===== src/pipc_queue.sv =====
`timescale 1ns / 1ps
`default_nettype none

module pipc_queue #(
    parameter int W     = 8,
    parameter int DEPTH = 4
) (
    input  wire logic          aclk,
    input  wire logic          aresetn,
    input  wire logic          in_push,
    output logic               in_ready,
    input  wire logic [W-1:0]  in_data,
    output logic               out_valid,
    input  wire logic          out_pop,
    output logic [W-1:0]       out_data
);

    localparam int PW = (DEPTH > 1) ? $clog2(DEPTH) : 1;
    localparam int CW = $clog2(DEPTH + 1);
    localparam logic [PW-1:0] LAST_PTR = PW'(DEPTH - 1);
    localparam logic [CW-1:0] FULL_CNT = CW'(DEPTH);

    logic [W-1:0]   entry_reg [DEPTH];
    logic [PW-1:0]  wr_ptr_reg, wr_ptr_next;
    logic [PW-1:0]  rd_ptr_reg, rd_ptr_next;
    logic [CW-1:0]  count_reg, count_next;

    assign in_ready  = count_reg != FULL_CNT;
    assign out_valid = count_reg != '0;
    assign out_data  = entry_reg[rd_ptr_reg];

    always_comb begin
        wr_ptr_next = wr_ptr_reg;
        rd_ptr_next = rd_ptr_reg;
        count_next  = count_reg;
        if (in_push) begin
            wr_ptr_next = (wr_ptr_reg == LAST_PTR) ? '0 : wr_ptr_reg + 1'b1;
        end
        if (out_pop) begin
            rd_ptr_next = (rd_ptr_reg == LAST_PTR) ? '0 : rd_ptr_reg + 1'b1;
        end
        if (in_push && !out_pop) begin
            count_next = count_reg + 1'b1;
        end else if (!in_push && out_pop) begin
            count_next = count_reg - 1'b1;
        end
    end

    always_ff @(posedge aclk) begin
        if (!aresetn) begin
            wr_ptr_reg <= '0;
            rd_ptr_reg <= '0;
            count_reg  <= '0;
        end else begin
            wr_ptr_reg <= wr_ptr_next;
            rd_ptr_reg <= rd_ptr_next;
            count_reg  <= count_next;
        end
    end

    always_ff @(posedge aclk) begin
        if (in_push) begin
            entry_reg[wr_ptr_reg] <= in_data;
        end
    end

    a_no_overflow : assert property (@(posedge aclk) disable iff (!aresetn)
        in_push |-> (count_reg != FULL_CNT))
        else $error("queue push while full");

    a_no_underflow : assert property (@(posedge aclk) disable iff (!aresetn)
        out_pop |-> (count_reg != '0))
        else $error("queue pop while empty");

endmodule

`default_nettype wire


===== config.mk =====
export PLATFORM = sky130hd
export DESIGN_NAME = pipc_queue
export DESIGN_NICKNAME = d
export VERILOG_FILES = /design/src/pipc_queue.sv
export SDC_FILE = /design/constraint.sdc
export NUM_CORES = 1
export LEC_CHECK = 0
export BUFFER_PORTS_ARGS = -buffer_cell sky130_fd_sc_hd__buf_4
export CORE_MARGIN = 2
export CORE_UTILIZATION = 50
export CTS_BUF_LIST = sky130_fd_sc_hd__clkbuf_4 sky130_fd_sc_hd__clkbuf_8
export CTS_CLUSTER_SIZE = 8
export DETAILED_ROUTE_END_ITERATION = 12
export PLACE_DENSITY = 0.72
export SLEW_MARGIN = 20
export SYNTH_ARGS = -nofsm -noshare
export SYNTH_HDL_FRONTEND = slang
export SYNTH_SLANG_ARGS = --single-unit

===== constraint.sdc =====
create_clock -name aclk -period 4 [get_ports aclk]
set_input_delay 0.6 -clock aclk [delete_from_list [all_inputs] [get_ports aclk]]
set_output_delay 0.6 -clock aclk [all_outputs]
set_load 0.05 [all_outputs]

==> flow_metrics.tcl <==
set metrics [dict create \
    cts_buffers 5 \
    largest_register_ffs 32 \
    ys.flop_type "edfxtp_1" \
    hold_buffers 0 \
    maxSlewHeadroom_pct 64.9 \
    row_count 20 \
    io_buffers 21 \
    antenna_found_initial 0 \
    h-tree-depth 2 \
    crit_fanout 8 \
    grtUsageTotal_pct 14.7 \
    cts_tree "built" \
    finalHoldViolCount 0 \
    nFillCells 236 \
    maxSlewViolCount 0 \
    final_cells 158 \
    grt_pass1_vias 761 \
    syn-num-nets 106 \
    gp_congestion 0.638 \
    yosys_register_bits 41 \
    diodes 0 \
    synth_area_um2 1620 \
    drive_gt1_share_pct 31.6 \
    avgViaCountPerCell 4.98 \
    wirelength_um 2390 \
    grt-ovfl-total 0 \
    clockBufferDepth 2 \
    initial_core_util_pct 53.0 \
    fmaxAchievable_ghz 0.418 \
    ant_nets 0 \
    syn_to_final_growth_pct 17.0 \
    cts_sinks 41 \
    synth_seq_area_share_pct 70.6 \
    synth_edf_count 32 \
    startpoint_type "register" \
    dieArea_um2 3700 \
    worstPathArrival_ns 1.79 \
    crit_type "reg -> out" \
    drv_cap 0 \
    die_y_um 60.9 \
    status "finished, final reports clean" \
    syn_avg_cell_area_um2 18.6 \
    clkLatencyLatePin_ns 0.35 \
    coreArea_um2 3050 \
    post_cts_buffers 0 \
    worst_setup_path_end_kind "output pin" \
    setup_viol_count_final 0 \
    vias 787 \
    syn_inst 87 \
    fin_skew_ns 0.0121 \
    min_path_type "in -> reg" \
    path_clk_slew_ns 0.12 \
    drt_first_pass_iters 4 \
    ioPinCount 22 \
    cts-root-buf "clkbuf_4" \
    ys_types 20 \
    dp_hpwl_um 1650 \
    postCtsResizedCells 0 \
    drtIter0Drc 10 \
    rsz0062_at_grt "no" \
    wl_per_cell_um 15.1 \
    critPathRequiredTime_ns 3.40 \
    peakVddDrop_uv 217 \
    leakage_nw 0.695 \
    power_density_nw_per_um2 487 \
    dp.cells 150 \
    tightestPinTransition_ns 0.526 \
    drc 0 \
    fp.dieW_um 60.9 \
    final.setup.tns_ns 0 \
    grt_first_pass_wirelength_um 3590 \
    period_share_pct 59.7 \
    yosys_warnings 0 \
    fin_nets 132 \
    fin_crit_ns 2.39 \
    async_reset_ff_share_pct 0 \
    grt_max_degree 13 \
]
==> synth_stat cells, types with 2 or more instances <==
| library cell | number | area share, % |
|---|---|---|
| nor2b_1 | 5 | 1.9 |
| edfxtp_1 | 32 | 59 |
| dfxtp_1 | 9 | 11 |
| mux2i_1 | 4 | 2.5 |
| mux4_2 | 8 | 11 |
| and2_1 | 5 | 1.9 |
| inv_1 | 4 | 0.93 |
| or3_1 | 2 | 0.77 |
| nor2_1 | 2 | 0.46 |
| ha_1 | 6 | 4.6 |
==> path summary, 6_finish.rpt <==
kind / start / end / slack (ns) / cells after the start
setup / recovery: register / out_data[6] / 1.61 / 2
setup reg to reg: count_reg[0]$_SDFFE_PN0P_ / count_reg[2]$_SDFFE_PN0P_ / 2.51 / 4
hold reg to reg: count_reg[2]$_SDFFE_PN0P_ / count_reg[2]$_SDFFE_PN0P_ / 0.54 / 2
hold / removal: in_data[0] / entry_reg[1][0]$_DFFE_PP_ / 0.44 / 1
==> logic make-up (layout without fill, tap and decap cells) <==
family | Yosys count | after routing | synth area share, %
muxes | 12 | 12 | 13.6
xor gates and xnor gates | 2 | 2 | 1.08
DFF | 41 | 41 | 70.6
and+or+nand+nor | 16 | 16 | 5.65
buffers and inverters | 6 | 33 | 1.93
adders and majority gates | 7 | 7 | 5.88
AOI/OAI and AO/OA | 3 | 3 | 1.24
==> cell type report <==
cell class | count | area (um^2) | area share [%]
clock buffers | 6 | 45.0 | 2.38
clock inverters | 2 | 33.8 | 1.79
inverters | 4 | 15.0 | 0.794
multi-input cells | 40 | 444 | 23.5
flip-flops and latches | 41 | 1140 | 60.3
well taps | 44 | 55.1 | 2.91
repair buffers | 21 | 158 | 8.33
==> worst max-delay path, cell delays in order, from the launching register on <==
cell and delay [ns]:
dfxtp_1 0.67, mux4_2 0.57, buf_4 0.20
==> report_power, final <==
| group | total [mW] | switching (mW) | internal [mW] |
|---|---|---|---|
| registers | 0.502 | 0.0175 | 0.484 |
| clock network | 0.264 | 0.127 | 0.137 |
| logic | 0.156 | 0.0943 | 0.0619 |
==> per-layer routing <==
metal  share of wire [%]  GRT usage, %  vias up
met4                 2.3          8.39        0
li1                    -             -      382
met1                  45          17.6      379
met5                   0             0        -
met3                 5.8          6.18        7
met2                  47          22.4       19
==> through the flow <==
stage          hold WS [ns]  setup WS, ns  util [%]  power [mW]  instance area (um^2)
2_1_floorplan         0.465          2.14         -       0.622                  1620
3_3_place_gp          0.476          1.95      59.4       0.664                  1810
3_5_place_dp          0.528          1.89      59.4       0.670                  1810
4_1_cts               0.425          1.53      62.0       0.934                  1890
5_1_grt               0.421          1.45      62.0       0.959                  1890
6_report              0.442          1.61      62.0       0.922                  1890
==> cell usage in the layout (no fill, tap or decap) <==
cell | synthesis | routed
ha_1 | 6 | 6
nor2_1 | 2 | 2
and2_1 | 5 | 5
mux2i_1 | 4 | 4
edfxtp_1 | 32 | 32
bufinv_16 | 0 | 1
nand2_1 | 1 | 1
xor2_1 | 1 | 1
buf_4 | 0 | 21
mux4_2 | 8 | 8
dfxtp_1 | 9 | 9
a21boi_1 | 1 | 1
nor2b_1 | 5 | 5
clkbuf_4 | 0 | 6
nor3_1 | 1 | 1
inv_1 | 4 | 4
or3_1 | 2 | 2
o21ai_0 | 1 | 1
o21a_1 | 1 | 1
xnor2_1 | 1 | 1
fa_1 | 1 | 1
clkinv_1 | 0 | 1
(Power assumes the default switching activity.)
