File: src/pipc_pkg.sv
`timescale 1ns / 1ps
`default_nettype none

package pipc_pkg;

    // Per-vertex flags that travel from the front end to the crossing unit
    typedef struct packed {
        logic first;           // vertex opens a polygon: restart parity
        logic last;            // vertex closes a polygon: emit a result
        logic open_straddle;   // edge to the previous vertex straddles the query y
        logic close_straddle;  // closing edge to the first vertex straddles the query y
    } pipc_ctrl_t;

endpackage

`default_nettype wire

File: src/pipc_front.sv
`timescale 1ns / 1ps
`default_nettype none

module pipc_front
    import pipc_pkg::*;
#(
    parameter int COORD_BITS = 32
) (
    input  wire logic                          aclk,
    input  wire logic                          aresetn,
    input  wire logic                          s_valid,
    output logic                               s_ready,
    input  wire logic signed [COORD_BITS-1:0]  s_vertex_x,
    input  wire logic signed [COORD_BITS-1:0]  s_vertex_y,
    input  wire logic signed [COORD_BITS-1:0]  s_point_x,
    input  wire logic signed [COORD_BITS-1:0]  s_point_y,
    input  wire logic                          s_last_vertex,
    input  wire logic                          q_ready,
    output logic                               q_push,
    output pipc_ctrl_t                         q_ctrl,
    output logic [6*(COORD_BITS+1)-1:0]        q_data
);

    localparam int DW = COORD_BITS + 1;

    logic                          mid_reg;
    logic signed [COORD_BITS-1:0]  query_px_reg, query_py_reg;
    logic signed [COORD_BITS-1:0]  first_vx_reg, first_vy_reg;
    logic signed [COORD_BITS-1:0]  prev_vx_reg, prev_vy_reg;

    logic signed [COORD_BITS-1:0]  qx, qy, fx, fy;
    logic                          v_above, prev_above, first_above;
    logic signed [DW-1:0]          dqx, dqy, dy_open, dbx_open, dy_close, dbx_close;

    assign s_ready = q_ready;
    assign q_push  = s_valid && q_ready;

    // A first vertex brings its own query point and is its own first vertex
    always_comb begin
        qx = mid_reg ? query_px_reg : s_point_x;
        qy = mid_reg ? query_py_reg : s_point_y;
        fx = mid_reg ? first_vx_reg : s_vertex_x;
        fy = mid_reg ? first_vy_reg : s_vertex_y;
    end

    always_comb begin
        v_above     = s_vertex_y > qy;
        prev_above  = prev_vy_reg > qy;
        first_above = fy > qy;
    end

    always_comb begin
        dqx       = {qx[COORD_BITS-1], qx} - {s_vertex_x[COORD_BITS-1], s_vertex_x};
        dqy       = {qy[COORD_BITS-1], qy} - {s_vertex_y[COORD_BITS-1], s_vertex_y};
        dy_open   = {prev_vy_reg[COORD_BITS-1], prev_vy_reg}
                    - {s_vertex_y[COORD_BITS-1], s_vertex_y};
        dbx_open  = {prev_vx_reg[COORD_BITS-1], prev_vx_reg}
                    - {s_vertex_x[COORD_BITS-1], s_vertex_x};
        dy_close  = {fy[COORD_BITS-1], fy} - {s_vertex_y[COORD_BITS-1], s_vertex_y};
        dbx_close = {fx[COORD_BITS-1], fx} - {s_vertex_x[COORD_BITS-1], s_vertex_x};
    end

    always_comb begin
        q_ctrl.first          = !mid_reg;
        q_ctrl.last           = s_last_vertex;
        q_ctrl.open_straddle  = mid_reg && (v_above != prev_above);
        q_ctrl.close_straddle = s_last_vertex && (v_above != first_above);
        q_data = {dqx, dqy, dy_open, dbx_open, dy_close, dbx_close};
    end

    always_ff @(posedge aclk) begin
        if (!aresetn) begin
            mid_reg <= 1'b0;
        end else if (q_push) begin
            mid_reg <= !s_last_vertex;
        end
    end

    always_ff @(posedge aclk) begin
        if (q_push) begin
            if (!mid_reg) begin
                query_px_reg <= s_point_x;
                query_py_reg <= s_point_y;
                first_vx_reg <= s_vertex_x;
                first_vy_reg <= s_vertex_y;
            end
            prev_vx_reg <= s_vertex_x;
            prev_vy_reg <= s_vertex_y;
        end
    end

    // A straddling edge has end points at different heights
    a_open_dy : assert property (@(posedge aclk) disable iff (!aresetn)
        (q_push && q_ctrl.open_straddle) |-> (dy_open != '0))
        else $error("open edge straddles with zero height");

    a_close_dy : assert property (@(posedge aclk) disable iff (!aresetn)
        (q_push && q_ctrl.close_straddle) |-> (dy_close != '0))
        else $error("closing edge straddles with zero height");

endmodule

`default_nettype wire

File: config.mk
export PLATFORM = sky130hd
export DESIGN_NAME = pipc_front
export DESIGN_NICKNAME = d
export VERILOG_FILES = /design/src/pipc_pkg.sv /design/src/pipc_front.sv
export SDC_FILE = /design/constraint.sdc
export NUM_CORES = 1
export LEC_CHECK = 0
export BUFFER_PORTS_ARGS = -buffer_cell sky130_fd_sc_hd__buf_2
export CAP_MARGIN = 5
export CORE_MARGIN = 3
export CORE_UTILIZATION = 58
export CTS_BUF_LIST = sky130_fd_sc_hd__clkbuf_16
export DETAILED_ROUTE_END_ITERATION = 16
export GPL_TIMING_DRIVEN = 0
export HOLD_SLACK_MARGIN = 0.03
export PLACE_DENSITY_LB_ADDON = 0.2
export SLEW_MARGIN = 20
export SYNTH_ARGS = -nofsm -noshare
export SYNTH_HDL_FRONTEND = slang
export SYNTH_SLANG_ARGS = --single-unit
File: constraint.sdc
create_clock -name aclk -period 9.02 [get_ports aclk]
set_clock_uncertainty 0.2 [all_clocks]
set_input_delay 1.804 -clock aclk [delete_from_list [all_inputs] [get_ports aclk]]
set_output_delay 1.804 -clock aclk [all_outputs]
set_load 0.02 [all_outputs]
==> metrics.txt <==
# TYPE chip_impl_metric gauge
chip_impl_info{name="run_status",value="finished clean"} 1
chip_impl_metric{name="synth_top_cell_area_share",unit="%"} 31.16
chip_impl_metric{name="post_detailed_placement_half_perimeter_wirelength",unit="um"} 43290
chip_impl_metric{name="postLayoutCoreUtil",unit="%"} 68.83
chip_impl_metric{name="core_area",unit="um^2"} 30990
chip_impl_info{name="clock_tree.root_cell",value="sky130_fd_sc_hd__clkbuf_16"} 1
chip_impl_metric{name="boundaryPins",unit=""} 337
chip_impl_metric{name="floorplan.initialDensity",unit="%"} 59.70
chip_impl_metric{name="maxSlewHeadroom",unit="%"} 26.94
chip_impl_info{name="synth.area.top_cells",value="sky130_fd_sc_hd__edfxtp_1, sky130_fd_sc_hd__ha_1, sky130_fd_sc_hd__a21o_1"} 1
chip_impl_metric{name="layout_min_cycle_time",unit="ns"} 8.062
chip_impl_metric{name="finalHoldViolCount",unit=""} 0
chip_impl_metric{name="post_drt_wl_per_cell",unit="um"} 19.17
chip_impl_metric{name="floorplan.die.width",unit="um"} 184.6
chip_impl_metric{name="pwr_density_cell",unit="nW/um^2"} 170.8
chip_impl_metric{name="grt_use_met1",unit="%"} 40.62
chip_impl_metric{name="grt_use_met2",unit="%"} 50.97
chip_impl_metric{name="finish.instance_area",unit="um^2"} 21330
chip_impl_metric{name="postLayoutSetupSlackWorst",unit="ns"} 0.9576
chip_impl_metric{name="clock_path_buffers",unit=""} 2
chip_impl_metric{name="synth_sequential_area_ratio",unit="%"} 31.27
chip_impl_metric{name="crit_required",unit="ns"} 7.02
chip_impl_metric{name="postSynthNetCount",unit=""} 2395
chip_impl_metric{name="postSynthRegisterBits",unit=""} 193
chip_impl_metric{name="path_max_fanout",unit=""} 10
chip_impl_metric{name="final_max_slew_viol_count",unit=""} 0
chip_impl_metric{name="buffer_ports.inserted",unit=""} 336
chip_impl_metric{name="finish.cell_count_without_fillers",unit=""} 2765
chip_impl_metric{name="route.detailed.drc",unit=""} 0
chip_impl_info{name="end_kind",value="primary output"} 1
chip_impl_metric{name="grt_start_max_net_pins",unit=""} 60
chip_impl_metric{name="die_h",unit="um"} 184.6
chip_impl_metric{name="placement.cell_area",unit="um^2"} 20760
chip_impl_metric{name="cts_buffers",unit=""} 17
chip_impl_metric{name="cts.sink_count",unit=""} 193
chip_impl_metric{name="power.static_leakage",unit="nW"} 9.922
chip_impl_metric{name="cts_setup_buffers",unit=""} 0
chip_impl_metric{name="post_cts.resized_instances",unit=""} 0
chip_impl_info{name="global_route.peak_usage_layer",value="met2"} 1
chip_impl_metric{name="finalPower",unit="mW"} 3.643
chip_impl_info{name="post-synth-top-area-cell",value="sky130_fd_sc_hd__edfxtp_1"} 1
chip_impl_metric{name="cts_max_level",unit=""} 4
chip_impl_metric{name="floorplan.rows",unit=""} 64
chip_impl_metric{name="clk_pin_slew",unit="ns"} 0.07
chip_impl_info{name="cts_tree",value="done"} 1
chip_impl_metric{name="areaGrowthSynthToFinish",unit="%"} 15.30
chip_impl_metric{name="synth_cells",unit=""} 1999
chip_impl_metric{name="max-vdd-ir-drop",unit="uV"} 150.0
chip_impl_metric{name="drtIter0Drc",unit=""} 1150
chip_impl_metric{name="finalSetupTns",unit="ns"} 0
chip_impl_info{name="synth_cell_count_leaders",value="sky130_fd_sc_hd__ha_1, sky130_fd_sc_hd__edfxtp_1, sky130_fd_sc_hd__inv_1, sky130_fd_sc_hd__a21oi_1, sky130_fd_sc_hd__nand2_1"} 1
chip_impl_metric{name="die-area",unit="um^2"} 34080
chip_impl_metric{name="max_cap_viol_count",unit=""} 0
chip_impl_metric{name="synthDistinctLibCells",unit=""} 81
chip_impl_metric{name="antenna_violations_before_repair",unit=""} 0
chip_impl_metric{name="wl",unit="um"} 53000
chip_impl_metric{name="grt_use_total",unit="%"} 30.32
chip_impl_metric{name="yosysWarningCount",unit=""} 0
chip_impl_metric{name="detailedPlace.worstSlack",unit="ns"} 1.475
chip_impl_metric{name="num-nets-final",unit=""} 2753
chip_impl_metric{name="met3_routing_resource_usage_after_global_routing",unit="%"} 3.592
chip_impl_metric{name="gp_congestion",unit=""} 0.9401
chip_impl_metric{name="post_route_cells_drive_above_1_share",unit="%"} 18.40
chip_impl_metric{name="rrSetupSlack",unit="ns"} 5.68
chip_impl_metric{name="grt_pass1_wl",unit="um"} 81900
chip_impl_metric{name="avgSynthCellArea",unit="um^2"} 9.255
chip_impl_metric{name="synth_async_sr_flop_share",unit="%"} 0
chip_impl_metric{name="route.detailed.vias_per_inst",unit=""} 6.039
chip_impl_info{name="setup.worst_path.class",value="register to primary output"} 1
chip_impl_metric{name="report.final.setup_viol",unit=""} 0
chip_impl_metric{name="drt-pass1-iter-count",unit=""} 7
chip_impl_info{name="dominantRegCellSynth",value="sky130_fd_sc_hd__edfxtp_1"} 1
chip_impl_info{name="cp-start-kind",value="register"} 1
chip_impl_metric{name="holdWs",unit="ns"} 0.3730
chip_impl_metric{name="num_vias",unit=""} 16700
chip_impl_metric{name="diodes",unit=""} 0
chip_impl_metric{name="grt_pass1_vias",unit=""} 16010
chip_impl_metric{name="dp.cells",unit=""} 2734
chip_impl_info{name="grt_setup_unrepaired",value="false"} 1
chip_impl_metric{name="synthesis.area",unit="um^2"} 18500
chip_impl_metric{name="synth_edf_count",unit=""} 192
chip_impl_metric{name="finalCritPeriodShare",unit="%"} 89.38
chip_impl_metric{name="cts_hold_repair.buffers",unit=""} 0
chip_impl_info{name="synth_most_common_cell",value="sky130_fd_sc_hd__ha_1"} 1
chip_impl_metric{name="worst_skew_pair.late_latency",unit="ns"} 0.44
chip_impl_metric{name="crit_arrival",unit="ns"} 6.06
chip_impl_metric{name="remaining_global_route_overflow",unit=""} 0
chip_impl_metric{name="tightest_slew",unit="ns"} 1.096
chip_impl_info{name="worstHoldPathType",value="register to register"} 1
chip_impl_metric{name="fmax",unit="GHz"} 0.1240
chip_impl_metric{name="antenna_left",unit=""} 0
worst paths after layout:
kind | start | endpoint | depth (start not counted)
worst max-delay path | mid_reg$_SDFFE_PN0P_ | q_ctrl[1] | 16
worst min-delay path | query_px_reg[0]$_DFFE_PP_ | query_px_reg[0]$_DFFE_PP_ | 2
worst max register to register | mid_reg$_SDFFE_PN0P_ | query_py_reg[1]$_DFFE_PP_ | 5
worst min register to register | query_px_reg[0]$_DFFE_PP_ | query_px_reg[0]$_DFFE_PP_ | 2
cell families after synthesis:
family	after synthesis	share of synthesized area (%)
xor gates and xnor gates	153	7.243
AOI/OAI and AO/OA	637	22.56
adders and majority gates	263	18.03
muxes	73	4.159
and+or+nand+nor	478	12.59
buffers and inverters	202	4.146
DFF	193	31.27
layout by cell type, fill, tap and decap left out, types with 14 or more instances in the layout:
cell,count
sky130_fd_sc_hd__buf_2,336
sky130_fd_sc_hd__nor2_1,96
sky130_fd_sc_hd__mux2i_1,42
sky130_fd_sc_hd__a31oi_1,27
sky130_fd_sc_hd__nor3_1,29
sky130_fd_sc_hd__o21a_1,40
sky130_fd_sc_hd__clkbuf_1,32
sky130_fd_sc_hd__o21ai_0,129
sky130_fd_sc_hd__nand3_1,28
sky130_fd_sc_hd__clkbuf_16,17
sky130_fd_sc_hd__a21oi_1,159
sky130_fd_sc_hd__nand4_1,33
sky130_fd_sc_hd__and2_1,14
sky130_fd_sc_hd__xnor2_1,99
sky130_fd_sc_hd__edfxtp_1,192
sky130_fd_sc_hd__ha_1,257
sky130_fd_sc_hd__and3_1,17
sky130_fd_sc_hd__nand2b_1,25
sky130_fd_sc_hd__xor2_1,54
sky130_fd_sc_hd__o21bai_1,20
sky130_fd_sc_hd__inv_1,163
sky130_fd_sc_hd__a21o_1,124
sky130_fd_sc_hd__mux2_2,31
sky130_fd_sc_hd__nand2_1,155
sky130_fd_sc_hd__nor2b_1,37
where the power goes:
part           internal [mW]  leakage (nW)  switching (mW)
combinational          0.668          7.83            1.15
sequential              1.05          1.81          0.0176
clock                  0.406         0.278           0.349
total                   2.12          9.92            1.52
layer usage:
metal | part of all wire [%] | vias to the layer above
met3 | 7.1 | 94
met1 | 43 | 7821
li1 | - | 8144
met4 | 2.9 | 0
met2 | 47 | 639
met5 | 0 | -
critical path, stage by stage (launching register included):
cell and delay (ns):
sky130_fd_sc_hd__dfxtp_1 0.31, sky130_fd_sc_hd__clkbuf_1 0.47, sky130_fd_sc_hd__clkbuf_1 0.51, sky130_fd_sc_hd__clkbuf_1 0.87
sky130_fd_sc_hd__mux2i_1 0.58, sky130_fd_sc_hd__inv_1 0.13, sky130_fd_sc_hd__ha_1 0.28, sky130_fd_sc_hd__nor2b_1 0.12
sky130_fd_sc_hd__o21ai_1 0.21, sky130_fd_sc_hd__o211ai_1 0.22, sky130_fd_sc_hd__nand3_1 0.20, sky130_fd_sc_hd__nand3_1 0.10
sky130_fd_sc_hd__a21boi_1 0.47, sky130_fd_sc_hd__a31oi_1 0.31, sky130_fd_sc_hd__or3_1 0.43, sky130_fd_sc_hd__a21oi_1 0.20
sky130_fd_sc_hd__buf_2 0.20
cell type report:
| cell class | instances | area [um^2] |
|---|---|---|
| Sequential cell | 193 | 5786 |
| Fill cell | 2486 | 9658 |
| Tap cell | 396 | 495.5 |
| Buffer | 39 | 155.1 |
| Clock inverter | 14 | 142.6 |
| Timing Repair Buffer | 339 | 1764 |
| Multi-Input combinational cell | 1604 | 11950 |
| Clock buffer | 17 | 425.4 |
| Inverter | 163 | 611.8 |
Power figures use the tool's default switching activity.
